`src/hdl/sbm3_pkg.sv`:
```
// shared types and constants for the sparse block map
`default_nettype none

package sbm3_pkg;

   localparam int ADDR_W   = 37;
   localparam int HANDLE_W = 16;
   localparam int FBN_W    = 24;
   localparam int STATUS_W = 2;

   localparam logic [STATUS_W-1:0] STATUS_OK        = 2'd0;
   localparam logic [STATUS_W-1:0] STATUS_RANGE     = 2'd1;
   localparam logic [STATUS_W-1:0] STATUS_EXHAUSTED = 2'd2;

   typedef struct packed {
      logic [ADDR_W-1:0] byte_address;
      logic              allocate;
   } req_type;

   typedef struct packed {
      logic                is_zero_block;
      logic [HANDLE_W-1:0] block_handle;
      logic                newly_allocated;
      logic                fetch_needed;
      logic [FBN_W-1:0]    fetch_block_number;
      logic [STATUS_W-1:0] status;
   } rsp_type;

   // controller to datapath
   typedef struct packed {
      logic clear;
      logic accept;
      logic rd_mid;
      logic rd_leaf;
      logic commit;
      logic push;
   } cmd_type;

   // datapath to controller
   typedef struct packed {
      logic clear_done;
      logic slot_free;
   } stat_type;

endpackage

`default_nettype wire

```
`src/hdl/sbm3_ctrl.sv`:
```
// controller state machine for the sparse block map walk
`default_nettype none

module sbm3_ctrl import sbm3_pkg::*; (
   input  wire logic     clock,
   input  wire logic     reset,
   input  wire logic     req_valid,
   output logic          req_stall,
   input  wire stat_type stat_i,
   output cmd_type       cmd_o
);

   localparam logic [2:0] ST_CLEAR = 3'd0;
   localparam logic [2:0] ST_IDLE  = 3'd1;
   localparam logic [2:0] ST_TOP   = 3'd2;
   localparam logic [2:0] ST_MID   = 3'd3;
   localparam logic [2:0] ST_LEAF  = 3'd4;
   localparam logic [2:0] ST_OUT   = 3'd5;

   logic [2:0] state_ff;
   logic [2:0] state_in;

   always_comb begin
      state_in = state_ff;
      cmd_o    = '0;
      unique case (state_ff)
         ST_CLEAR: begin
            cmd_o.clear = 1'b1;
            if (stat_i.clear_done) begin
               state_in = ST_IDLE;
            end
         end
         ST_IDLE: begin
            if (req_valid) begin
               cmd_o.accept = 1'b1;
               state_in     = ST_TOP;
            end
         end
         ST_TOP: begin
            cmd_o.rd_mid = 1'b1;
            state_in     = ST_MID;
         end
         ST_MID: begin
            cmd_o.rd_leaf = 1'b1;
            state_in      = ST_LEAF;
         end
         ST_LEAF: begin
            cmd_o.commit = 1'b1;
            state_in     = ST_OUT;
         end
         ST_OUT: begin
            if (stat_i.slot_free) begin
               cmd_o.push = 1'b1;
               state_in   = ST_IDLE;
            end
         end
         default: begin
            state_in = ST_IDLE;
         end
      endcase
   end

   always_ff @(posedge clock) begin
      if (reset) begin
         state_ff <= ST_CLEAR;
      end else begin
         state_ff <= state_in;
      end
   end

   assign req_stall = (state_ff != ST_IDLE);

`ifndef SYNTHESIS
   a_cmd_onehot: assert property (@(posedge clock) disable iff (reset)
      $onehot0({cmd_o.clear, cmd_o.accept, cmd_o.rd_mid, cmd_o.rd_leaf,
                cmd_o.commit, cmd_o.push}))
      else $error("more than one datapath command at once");
   a_walk_order: assert property (@(posedge clock) disable iff (reset)
      cmd_o.accept |=> cmd_o.rd_mid ##1 cmd_o.rd_leaf ##1 cmd_o.commit)
      else $error("table walk out of order");
`endif

endmodule

`default_nettype wire

```
`config.mk`:
```
export PLATFORM = sky130hd
export DESIGN_NAME = sbm3_ctrl
export DESIGN_NICKNAME = d
export VERILOG_FILES = /design/src/hdl/sbm3_pkg.sv /design/src/hdl/sbm3_ctrl.sv
export SDC_FILE = /design/constraint.sdc
export NUM_CORES = 1
export LEC_CHECK = 0
export BUFFER_PORTS_ARGS = -buffer_cell sky130_fd_sc_hd__buf_2
export CORE_AREA = 5 5 42 44
export DETAILED_ROUTE_END_ITERATION = 10
export DIE_AREA = 0 0 47 49
export PLACE_DENSITY = 0.41
export RECOVER_POWER = 100
export SETUP_SLACK_MARGIN = 0.1
export SLEW_MARGIN = 20
export SYNTH_ARGS = -nofsm -noshare
export SYNTH_HDL_FRONTEND = slang
export SYNTH_SLANG_ARGS = --single-unit
```
`constraint.sdc`:
```
create_clock -name clock -period 1.11 [get_ports clock]
set_input_delay 0.1665 -clock clock [delete_from_list [all_inputs] [get_ports clock]]
set_output_delay 0.1665 -clock clock [all_outputs]
set_load 0.01 [all_outputs]
```
# After elaboration in Yosys (flattened, before gate mapping)
# Cells that the tools add are included.
# op_classes
reduce_logical,2
muxes,12
eq_ne,9
# op_table
operator,n
3-bit one-hot mux with 6 select lines,1
3-bit two-way mux,3
1-bit two-way mux,8
"3-bit by 2-bit == test with 1-bit output, second input constant",2
"3-bit == test, second input constant",2
"2-bit inequality test, second input constant",3
"3-bit by 1-bit == test with 1-bit output, second input constant",1
3-bit logical NOT,1
"3-bit by 1-bit inequality test with 1-bit output, second input constant",1
3-bit AND reduction,1
# word_totals
regBits,3
output_inout_bits,7
inputBits,5
word_cells,24

# Logic depth before layout (Yosys ltp)
# Gate-level depths: netlist of the first run.
# depth
ltp_word,3
depth_mapped,4
mapped_depth_nobuf,3

# Least setup slack after synthesis of the first run
# Ideal clock, no wire load.
# synth_path
path_type,reg2reg
from,register state_ff[1]
to,register state_ff[0]
n_path_buf,0
synth_period_minus_slack_ns,0.973
t_arrival_ns,0.860
stages_incl_launch_ff,4
t_required_ns,0.996
setup_ns,0.114
slack_ns,0.137
cell_sequence,dfxtp_1 -> or3_1 -> a21oi_1 -> nor2_1
# synth_via
elab_chain_len,3
word_cells_on_any_way,11
cone_classes,8 x eq/ne; 1 x mux; 2 x reduce/logical
# synth_lines
element,line_no,text
from (decl),sbm3_ctrl.sv:20,logic [2:0] state_ff;
from (signal assigned),sbm3_ctrl.sv:67,state_ff <= state_in;
"3-bit == test, or another cell as far along",sbm3_ctrl.sv:26,unique case (state_ff)
2-bit inequality test (no source line),--,
3-bit AND reduction (no source line),--,
# Several ways; a longest one is shown, not always the timed one.
# A chain may end at the register's enable or synchronous reset.

==> results.py, run 1 <==
metrics = {
    "final_layout": {
        "antenna_cells": 0,
        "fillers": 170,
        "multiInputGateArea_um2": 125,
        "regMostFlops": "state_ff",
        "top_regs": "state_ff (3)",
        "drive_gt1_share_pct": 68.2,
        "nets": 50,
        "final-seq-area_um2": 71.3,
        "syn2layout_area_growth_pct": 102,
        "largest_reg_flops": 3,
    },
    "run_status": {
        "run_status": "finished, violations left",
        "violations": "negative setup slack",
    },
    "power": {
        "p_leak_nw": 0.179,
        "swShare_pct": 27.8,
        "p_sw_mw": 0.123,
        "power.total_mw": 0.442,
        "p_int_mw": 0.320,
        "combPwrFrac_pct": 27.0,
        "seqPwrFrac_pct": 30.1,
        "pwr-share-clk_pct": 43.0,
        "p_per_area_mw_per_mm2": 1210,
        "vdd_drop_max_uv": 392,
    },
    "critical_path": {
        "crit_start": "state_ff[2]$_SDFFE_PP0P_",
        "crit_end": "cmd_o[2]",
        "crit_required_ns": 0.94,
        "slowest_stage": "dfxtp_4",
        "r2r-end": "state_ff[1]$_SDFFE_PP0P_",
        "r2r_cells": 5,
        "critPathArrivalTime_ns": 0.99,
        "cpPeakStageDelay_ns": 0.40,
        "worstSetupStartpointType": "flop",
        "cp_max_fo": 8,
        "r2r-start": "state_ff[1]$_SDFFE_PP0P_",
        "worst_setup_path_end_kind": "output pin",
        "cp_cell_sequence": "and3b_2, buf_6",
        "critical_path_class": "reg -> out",
        "reg2reg_slack_ns": -0.02,
    },
    "grt": {
        "grtUsageMet1_pct": 7.00,
        "grt_overflow": 0,
        "grt_pass1_vias": 225,
        "top_usage_layer": "met2",
        "grt_max_degree": 9,
        "met3_usage_pct": 5.17,
        "grt_pass1_wl_um": 945,
        "grtUsageMet2_pct": 7.01,
        "grt_util_all_layers_pct": 5.84,
        "antenna_found_initial": 0,
    },
    "synth": {
        "syn_inst": 25,
        "synth-main-ff-cell": "dfxtp_1",
        "syn_area_per_cell_um2": 7.26,
        "synth-seq-cells": 3,
        "ys_types": 14,
        "synth_edf_count": 0,
        "async_flop_share_pct": 0,
        "syn-cell-area_um2": 181,
        "synthTopCellsByArea": "dfxtp_1, nor2_1, mux2_4",
        "synth_top_family_by_area": "simple AND/OR/NAND/NOR gates",
        "synth_xor_area_share_pct": 0,
        "yosysTopAreaCell": "dfxtp_1",
        "yosysMostFrequentCell": "nor2_1",
        "yosys.area_share.adder_pct": 0,
        "yosys.area_share.simple_pct": 42.1,
        "synth_commonest_cells": "nor2_1, nand2_1, dfxtp_1, buf_2, nor3_1",
        "yosysTopAreaCellShare_pct": 33.1,
        "syn-num-nets": 30,
        "muxShareOfSynthArea_pct": 8.28,
        "yosysWarnings": 0,
        "synth_compound_area_share_pct": 8.97,
        "yosysSeqAreaShare_pct": 33.1,
    },
    "sta": {
        "min_period_over_period_pct": 104,
        "skew_ns": 0.000393,
        "drv_slew": 0,
        "rsz0062_at_grt": "yes",
        "worstMarginPinSlew_ns": 0.135,
        "fmax_ghz": 0.866,
        "slew_headroom_pct": 90.9,
        "layout_setup_ws_ns": -0.0446,
        "hold_viol": 0,
        "finalSetupViolCount": 4,
        "hold_ws_ns": 0.124,
        "fin_crit_ns": 1.15,
    },
    "floorplan": {
        "dieArea_mm2": 0.00230,
        "core_mm2": 0.00140,
        "rows": 14,
        "io_pins": 12,
        "die_w_um": 47,
        "chipHeight_um": 49,
        "start_util_pct": 12.9,
    },
    "cts": {
        "cts_buffers": 3,
        "cts_buffer_depth": 2,
        "insertion_delay_ns": 0.23,
        "clkTransAtPathRegs_ns": 0.04,
        "h-tree-depth": 1,
        "clkSinkCount": 3,
        "clock-root-buffer": "clkbuf_4",
        "holdBufCountCts": 0,
        "cts_tree": "yes",
    },
    "hold_path": {
        "hp-class": "in -> reg",
        "min-delay-start": "reset",
    },
    "route": {
        "vias_per_cell": 3.98,
        "drc": 0,
        "wl_um": 603,
        "vias": 239,
        "first_iter_violations": 0,
        "dr.pass1.iters": 1,
        "antenna_left": 0,
        "wl_per_cell_um": 10.1,
    },
    "placed_design": {
        "port-buffer-count": 11,
        "place.detailed.hpwl_um": 384,
        "finalWeightedCongestion": 0.649,
    },
    "flow_run": {
        "maxCapViolations": 0,
    },
}
-- what timing repair did --
action | in CTS | in global routing
resized for setup | 13 | 3
endpoints found under the setup margin | 9 | 9
setup buffers | 4 | 1
pin swaps | 6 | 3
cloned | 0 | 0
-- power by group through the flow --
stage / Clock [mW] / Sequential (mW) / Combinational [mW]
finish: 0.190 / 0.133 / 0.119
global route: 0.208 / 0.135 / 0.129
CTS: 0.203 / 0.131 / 0.111
detailed placement: 0 / 0.134 / 0.0831
global placement: 0 / 0.133 / 0.0833
floorplan: 0 / 0.122 / 0.0582
-- worst min path at each step --
stage,to,depth (start not counted)
floorplan,state_ff[1]$_SDFFE_PP0P_,1
global placement,state_ff[1]$_SDFFE_PP0P_,2
detailed placement,state_ff[1]$_SDFFE_PP0P_,2
CTS,state_ff[1]$_SDFFE_PP0P_,2
global route,state_ff[1]$_SDFFE_PP0P_,2
finish,state_ff[1]$_SDFFE_PP0P_,2
-- kinds of logic (layout without fill, tap and decap cells) --
group           after synthesis  count (layout)
flops                         3               3
simple gates                 15              15
compound gates                3               3
buf+inv                       3              22
mux                           1               1
-- worst max-delay path: cells and delay by family, from the launching register on --
family / cells / cell delay [ns]
buffers and inverters: 1 / 0.12
flip-flops: 1 / 0.40
AND/OR/NAND/NOR: 1 / 0.24
-- layout by cell type, fill, tap and decap left out --
cell type | netlist | routed
clkbuf_1 | 0 | 1
mux2_4 | 1 | 1
buf_2 | 2 | 10
o21ai_0 | 1 | 1
nor3_2 | 1 | 3
buf_4 | 0 | 3
and3b_2 | 1 | 1
and3_1 | 1 | 1
a21oi_1 | 1 | 1
inv_4 | 0 | 1
clkbuf_4 | 0 | 3
a31oi_1 | 1 | 1
nor2_4 | 0 | 1
nand2_1 | 4 | 4
dfxtp_4 | 0 | 3
nor2_1 | 5 | 4
or3_1 | 1 | 1
buf_6 | 0 | 4
-- stage by stage --
stage	instances	setup TNS, ns	setup WS [ns]	utilization, %	area [µm²]
2_1_floorplan	25	0	0.137	-	181
6_report	60	-0.112	-0.0446	26.2	367
3_3_place_gp	51	0	0.0747	18.1	254
4_1_cts	59	-0.139	-0.0411	24.7	347
5_1_grt	60	-0.362	-0.0803	26.2	367
3_5_place_dp	51	0	0.0592	18.1	254
-- area by class of cell --
cell class	instances	area share, %
sequential	3	19.5
timing repair buffer	17	32.1
clock buffer	4	7.17
tap	16	5.46
inverter	1	1.71
multi-input combinational	19	34.1
-- layer usage --
metal	wire length, µm	share of wire, %	vias up
li1	-	-	122
met1	289	48	107
met2	241	40	10
met3	73	12	0
met4	0	0	0
met5	0	0	-
Note: power is estimated with default switching activity, not from simulation.
==> inputs of run 2 (changes only) <==
Settings changed: CTS_BUF_LIST set to sky130_fd_sc_hd__clkbuf_16, REMOVE_ABC_BUFFERS set to 1, SETUP_SLACK_MARGIN 0.1 to not set.
==> results.py, run 2 (synthesis results as in run 1) <==
metrics = {
    "placed_design": {
        "place_area_um2": 254,
        "port-buffer-count": 11,
        "place.detailed.hpwl_um": 386,
        "finalWeightedCongestion": 0.588,
        "dp_slack_ns": 0.0327,
    },
    "sta": {
        "skew_ns": 0.000205,
        "drv_slew": 0,
        "setup_tns_ns": -0.0233,
        "fin_crit_ns": 1.13,
        "worstMarginPinSlew_ns": 0.151,
        "fmax_ghz": 0.889,
        "hold_viol": 0,
        "min_period_over_period_pct": 101,
        "layout_setup_ws_ns": -0.0154,
        "finalSetupViolCount": 2,
        "slew_headroom_pct": 89.8,
        "rsz0062_at_grt": "yes",
    },
    "critical_path": {
        "worst_setup_path_end_kind": "output pin",
        "worstSetupStartpointType": "flop",
        "reg2reg_slack_ns": 0.05,
        "r2r-start": "state_ff[1]$_SDFFE_PP0P_",
        "cp_cell_sequence": "and3b_2, buf_6",
        "crit_required_ns": 0.94,
        "cp_max_fo": 7,
        "cpPeakStageDelay_ns": 0.39,
        "r2r-end": "state_ff[0]$_SDFFE_PP0P_",
        "critPathArrivalTime_ns": 0.96,
        "r2r_cells": 3,
        "critical_path_class": "reg -> out",
        "slowest_stage": "dfxtp_4",
    },
    "floorplan": {
        "io_pins": 12,
        "core_mm2": 0.00140,
        "start_util_pct": 12.9,
        "dieArea_mm2": 0.00230,
        "die_w_um": 47,
        "rows": 14,
        "chipHeight_um": 49,
    },
    "power": {
        "power.total_mw": 0.784,
        "combPwrFrac_pct": 11.2,
        "p_sw_mw": 0.156,
        "p_per_area_mw_per_mm2": 2060,
        "p_leak_nw": 0.189,
        "swShare_pct": 19.8,
        "p_int_mw": 0.629,
        "pwr-share-clk_pct": 71.5,
        "seqPwrFrac_pct": 17.3,
        "vdd_drop_max_uv": 497,
    },
    "final_layout": {
        "final_common_cell": "buf_2",
        "top_regs": "state_ff (3)",
        "regMostFlops": "state_ff",
        "fillers": 167,
        "largest_reg_flops": 3,
        "final_util_pct": 27.1,
        "antenna_cells": 0,
        "drive_gt1_share_pct": 63.4,
        "syn2layout_area_growth_pct": 110,
        "nets": 47,
        "finalInstanceArea_um2": 380,
        "layout_common_cells": "buf_2, nand2_1, nor2_1",
    },
    "hold_path": {
        "whs_path_depth": 2,
        "hp-class": "in -> reg",
        "min-delay-start": "reset",
        "holdPathEnd": "state_ff[1]$_SDFFE_PP0P_",
    },
    "cts": {
        "clkTransAtPathRegs_ns": 0.03,
        "clock-root-buffer": "clkbuf_16",
        "cts_tree": "yes",
        "clkSinkCount": 3,
        "h-tree-depth": 1,
        "cts_buffers": 3,
        "cts_buffer_depth": 2,
        "insertion_delay_ns": 0.22,
    },
    "grt": {
        "antenna_found_initial": 0,
        "grt_pass1_vias": 216,
        "grt_pass1_wl_um": 945,
        "grt_util_all_layers_pct": 6.20,
        "grt_overflow": 0,
        "grt_max_degree": 12,
    },
    "route": {
        "dr.pass1.iters": 1,
        "antenna_left": 0,
        "first_iter_violations": 0,
        "wl_per_cell_um": 9.98,
        "drc": 0,
        "wl_um": 569,
        "vias_per_cell": 3.88,
        "vias": 221,
    },
    "flow_run": {
        "maxCapViolations": 0,
    },
    "run_status": {
        "run_status": "finished, violations left",
        "violations": "negative setup slack",
    },
}
run 2: cell types whose count changed in the layout (fill, tap and decap cells not counted):
cell,before,now
clkbuf_1,1,0
buf_6,4,1
nor3_1,0,1
clkbuf_4,3,0
nor3_2,3,2
inv_1,0,1
clkbuf_16,0,3
run 2: cell type report:
type | instances | area (µm²) | area share [%]
clock buffer | 3 | 75.1 | 19.7
clock inverter | 1 | 3.75 | 0.987
inverter | 1 | 6.26 | 1.64
multi-input combinational | 19 | 120 | 31.6
sequential | 3 | 71.3 | 18.7
tap | 16 | 20.0 | 5.26
timing repair buffer | 14 | 83.8 | 22.0
run 2: power groups by stage:
| stage | combinational, mW | clock [mW] | sequential, mW |
|---|---|---|---|
| final | 0.0878 | 0.560 | 0.136 |
| after floorplan | 0.0463 | 0 | 0.130 |
| after global placement | 0.0769 | 0 | 0.134 |
| after detailed placement | 0.0770 | 0 | 0.134 |
| after global routing | 0.0970 | 0.591 | 0.138 |
| after CTS | 0.0876 | 0.573 | 0.134 |
run 2: what timing repair did:
action / CTS / global route
pin swaps: 3 / 2
hold endpoints to repair: 0 / 0
setup buffers: 2 / 0
resized for setup: 10 / 1
hold buffers: 0 / 0
endpoints found under the setup margin: 7 / 5
run 2: worst max-delay path by stage:
| stage | startpoint | endpoint | slack, ns |
|---|---|---|---|
| after CTS | state_ff[2]$_SDFFE_PP0P_ | cmd_o[4] | -0.02 |
| after global routing | state_ff[2]$_SDFFE_PP0P_ | cmd_o[4] | -0.07 |
| after global placement | state_ff[0]$_SDFFE_PP0P_ | state_ff[0]$_SDFFE_PP0P_ | 0.03 |
| after floorplan | state_ff[0]$_SDFFE_PP0P_ | state_ff[0]$_SDFFE_PP0P_ | 0.12 |
| final | state_ff[2]$_SDFFE_PP0P_ | cmd_o[2] | -0.02 |
| after detailed placement | state_ff[0]$_SDFFE_PP0P_ | state_ff[0]$_SDFFE_PP0P_ | 0.03 |
run 2: layer usage:
layer	vias to the layer above	track usage, %	share of wire [%]
met4	0	4.15	0
met5	-	0	0
met1	96	7.69	48
li1	116	-	-
met3	0	5.54	12
met2	9	6.56	40
run 2: critical path: cells and delay by family, from the launching register on:
kind                   cells  cell delay, ns
DFF                        1            0.39
and+or+nand+nor            1            0.23
buffers and inverters      1            0.12
run 2: stage by stage:
step	instances	hold slack (ns)
finish	57	0.134
global route	57	0.138
CTS	57	0.134
detailed placement	51	0.375
global placement	51	0.376
floorplan	23	0.236
==> inputs of run 3 (changes only) <==
Settings changed: PLACE_DENSITY 0.41 to not set.
==> results.py, run 3 (synthesis results as in run 1) <==
metrics = {
    "run_status": {
        "run_status": "finished, violations left",
        "violations": "negative setup slack",
    },
    "final_layout": {
        "fillers": 172,
        "antenna_cells": 0,
        "finalInstanceArea_um2": 360,
        "final_common_cell": "buf_2",
        "syn2layout_area_growth_pct": 98.6,
        "layout_common_cells": "buf_2, nand2_1, nor2_1, clkbuf_16, dfxtp_4",
        "nets": 45,
        "drive_gt1_share_pct": 61.5,
        "top_regs": "state_ff (3)",
        "regMostFlops": "state_ff",
        "largest_reg_flops": 3,
    },
    "placed_design": {
        "finalWeightedCongestion": 0.671,
        "port-buffer-count": 11,
        "place_area_um2": 246,
        "place.detailed.hpwl_um": 383,
    },
    "cts": {
        "cts_tree": "yes",
        "insertion_delay_ns": 0.22,
        "clock-root-buffer": "clkbuf_16",
        "h-tree-depth": 1,
        "clkTransAtPathRegs_ns": 0.03,
        "cts_buffer_depth": 2,
        "cts_buffers": 3,
        "clkSinkCount": 3,
    },
    "grt": {
        "grtUsageMet1_pct": 6.11,
        "grt_util_all_layers_pct": 5.90,
        "grt_overflow": 0,
        "grt_pass1_vias": 223,
        "antenna_found_initial": 0,
        "top_usage_layer": "met2",
        "grt_max_degree": 12,
        "grt_pass1_wl_um": 890,
        "grtUsageMet2_pct": 7.69,
        "met3_usage_pct": 3.69,
    },
    "floorplan": {
        "rows": 14,
        "chipHeight_um": 49,
        "core_mm2": 0.00140,
        "start_util_pct": 12.9,
        "die_w_um": 47,
        "dieArea_mm2": 0.00230,
        "io_pins": 12,
    },
    "route": {
        "wl_um": 551,
        "dr.pass1.iters": 3,
        "vias_per_cell": 3.76,
        "drc": 0,
        "wl_per_cell_um": 10.0,
        "antenna_left": 0,
        "first_iter_violations": 5,
        "vias": 207,
    },
    "sta": {
        "fmax_ghz": 0.889,
        "hold_viol": 0,
        "fin_crit_ns": 1.13,
        "skew_ns": 0.00411,
        "min_period_over_period_pct": 101,
        "worstMarginPinSlew_ns": 0.146,
        "finalSetupViolCount": 1,
        "drv_slew": 0,
        "layout_setup_ws_ns": -0.0152,
        "rsz0062_at_grt": "yes",
        "slew_headroom_pct": 90.2,
    },
    "critical_path": {
        "slowest_stage": "dfxtp_4",
        "critical_path_class": "reg -> out",
        "reg2reg_slack_ns": 0.09,
        "worstSetupStartpointType": "flop",
        "cp_cell_sequence": "nor2_2, and3_1, buf_2",
        "critPathArrivalTime_ns": 0.96,
        "r2r-start": "state_ff[1]$_SDFFE_PP0P_",
        "critical_path_buf_inv_count": 1,
        "crit_required_ns": 0.94,
        "worst_setup_path_end_kind": "output pin",
        "r2r-end": "state_ff[0]$_SDFFE_PP0P_",
        "crit_family": "flip-flops",
        "r2r_cells": 3,
        "cp_max_fo": 6,
        "cpPeakStageDelay_ns": 0.36,
    },
    "hold_path": {
        "hp-class": "in -> reg",
        "holdPathEnd": "state_ff[2]$_SDFFE_PP0P_",
        "whs_path_depth": 2,
        "min-delay-start": "reset",
    },
    "power": {
        "p_leak_nw": 0.175,
        "p_per_area_mw_per_mm2": 2150,
        "vdd_drop_max_uv": 951,
        "power.total_mw": 0.775,
    },
    "flow_run": {
        "maxCapViolations": 0,
    },
}
==> run 3: layout make-up <==
cell class              count  area (µm²)  share of cell area [%]
clock buffers               3        75.1                    20.8
clock inverters             1        3.75                    1.04
inverters                   1        6.26                    1.74
multi-input cells          19         115                    31.9
flip-flops and latches      3        71.3                    19.8
well taps                  16        20.0                    5.56
repair buffers             12        68.8                    19.1
==> run 3: worst register-to-register path, cell delays in order (launching register included) <==
cell,delay (ns)
dfxtp_4,0.36
or3_1,0.36
a21oi_1,0.14
nor2_1,0.06
==> run 3: stage by stage <==
stage                     instances  setup TNS (ns)  hold slack (ns)  setup WS [ns]  utilization [%]
after floorplan                  23               0            0.236          0.120                -
after global placement           50               0            0.373         0.0784             17.6
after detailed placement         50               0            0.369         0.0589             17.6
after CTS                        55         -0.0619            0.131        -0.0201             25.5
after global routing             55          -0.229            0.143        -0.0663             25.7
final                            55         -0.0152            0.130        -0.0152             25.7
==> run 3: what timing repair did <==
item	in CTS	in global routing
setup buffers	1	0
resized for setup	9	2
endpoints found under the setup margin	7	6
pin swaps	0	1
hold buffers	0	0
==> run 3: how the worst max path moves through the flow <==
stage                                         from                        to  cells past startpoint
final                     state_ff[1]$_SDFFE_PP0P_                  cmd_o[4]                      3
after global routing      state_ff[1]$_SDFFE_PP0P_                  cmd_o[4]                      3
after CTS                 state_ff[1]$_SDFFE_PP0P_                  cmd_o[0]                      4
after detailed placement  state_ff[0]$_SDFFE_PP0P_  state_ff[0]$_SDFFE_PP0P_                      3
after global placement    state_ff[0]$_SDFFE_PP0P_  state_ff[0]$_SDFFE_PP0P_                      3
after floorplan           state_ff[0]$_SDFFE_PP0P_  state_ff[0]$_SDFFE_PP0P_                      3
==> run 3: power breakdown <==
group          leakage [nW]  switching [mW]  internal, mW
registers            0.0267          0.0194         0.115
logic                 0.106          0.0369        0.0434
clock network        0.0423          0.0950         0.464
total                 0.175           0.151         0.623
==> run 3: routing by layer <==
metal,part of all wire [%],vias to the layer above
met3,9.1,0
met1,42,88
li1,-,110
met5,0,-
met2,49,9
met4,0,0
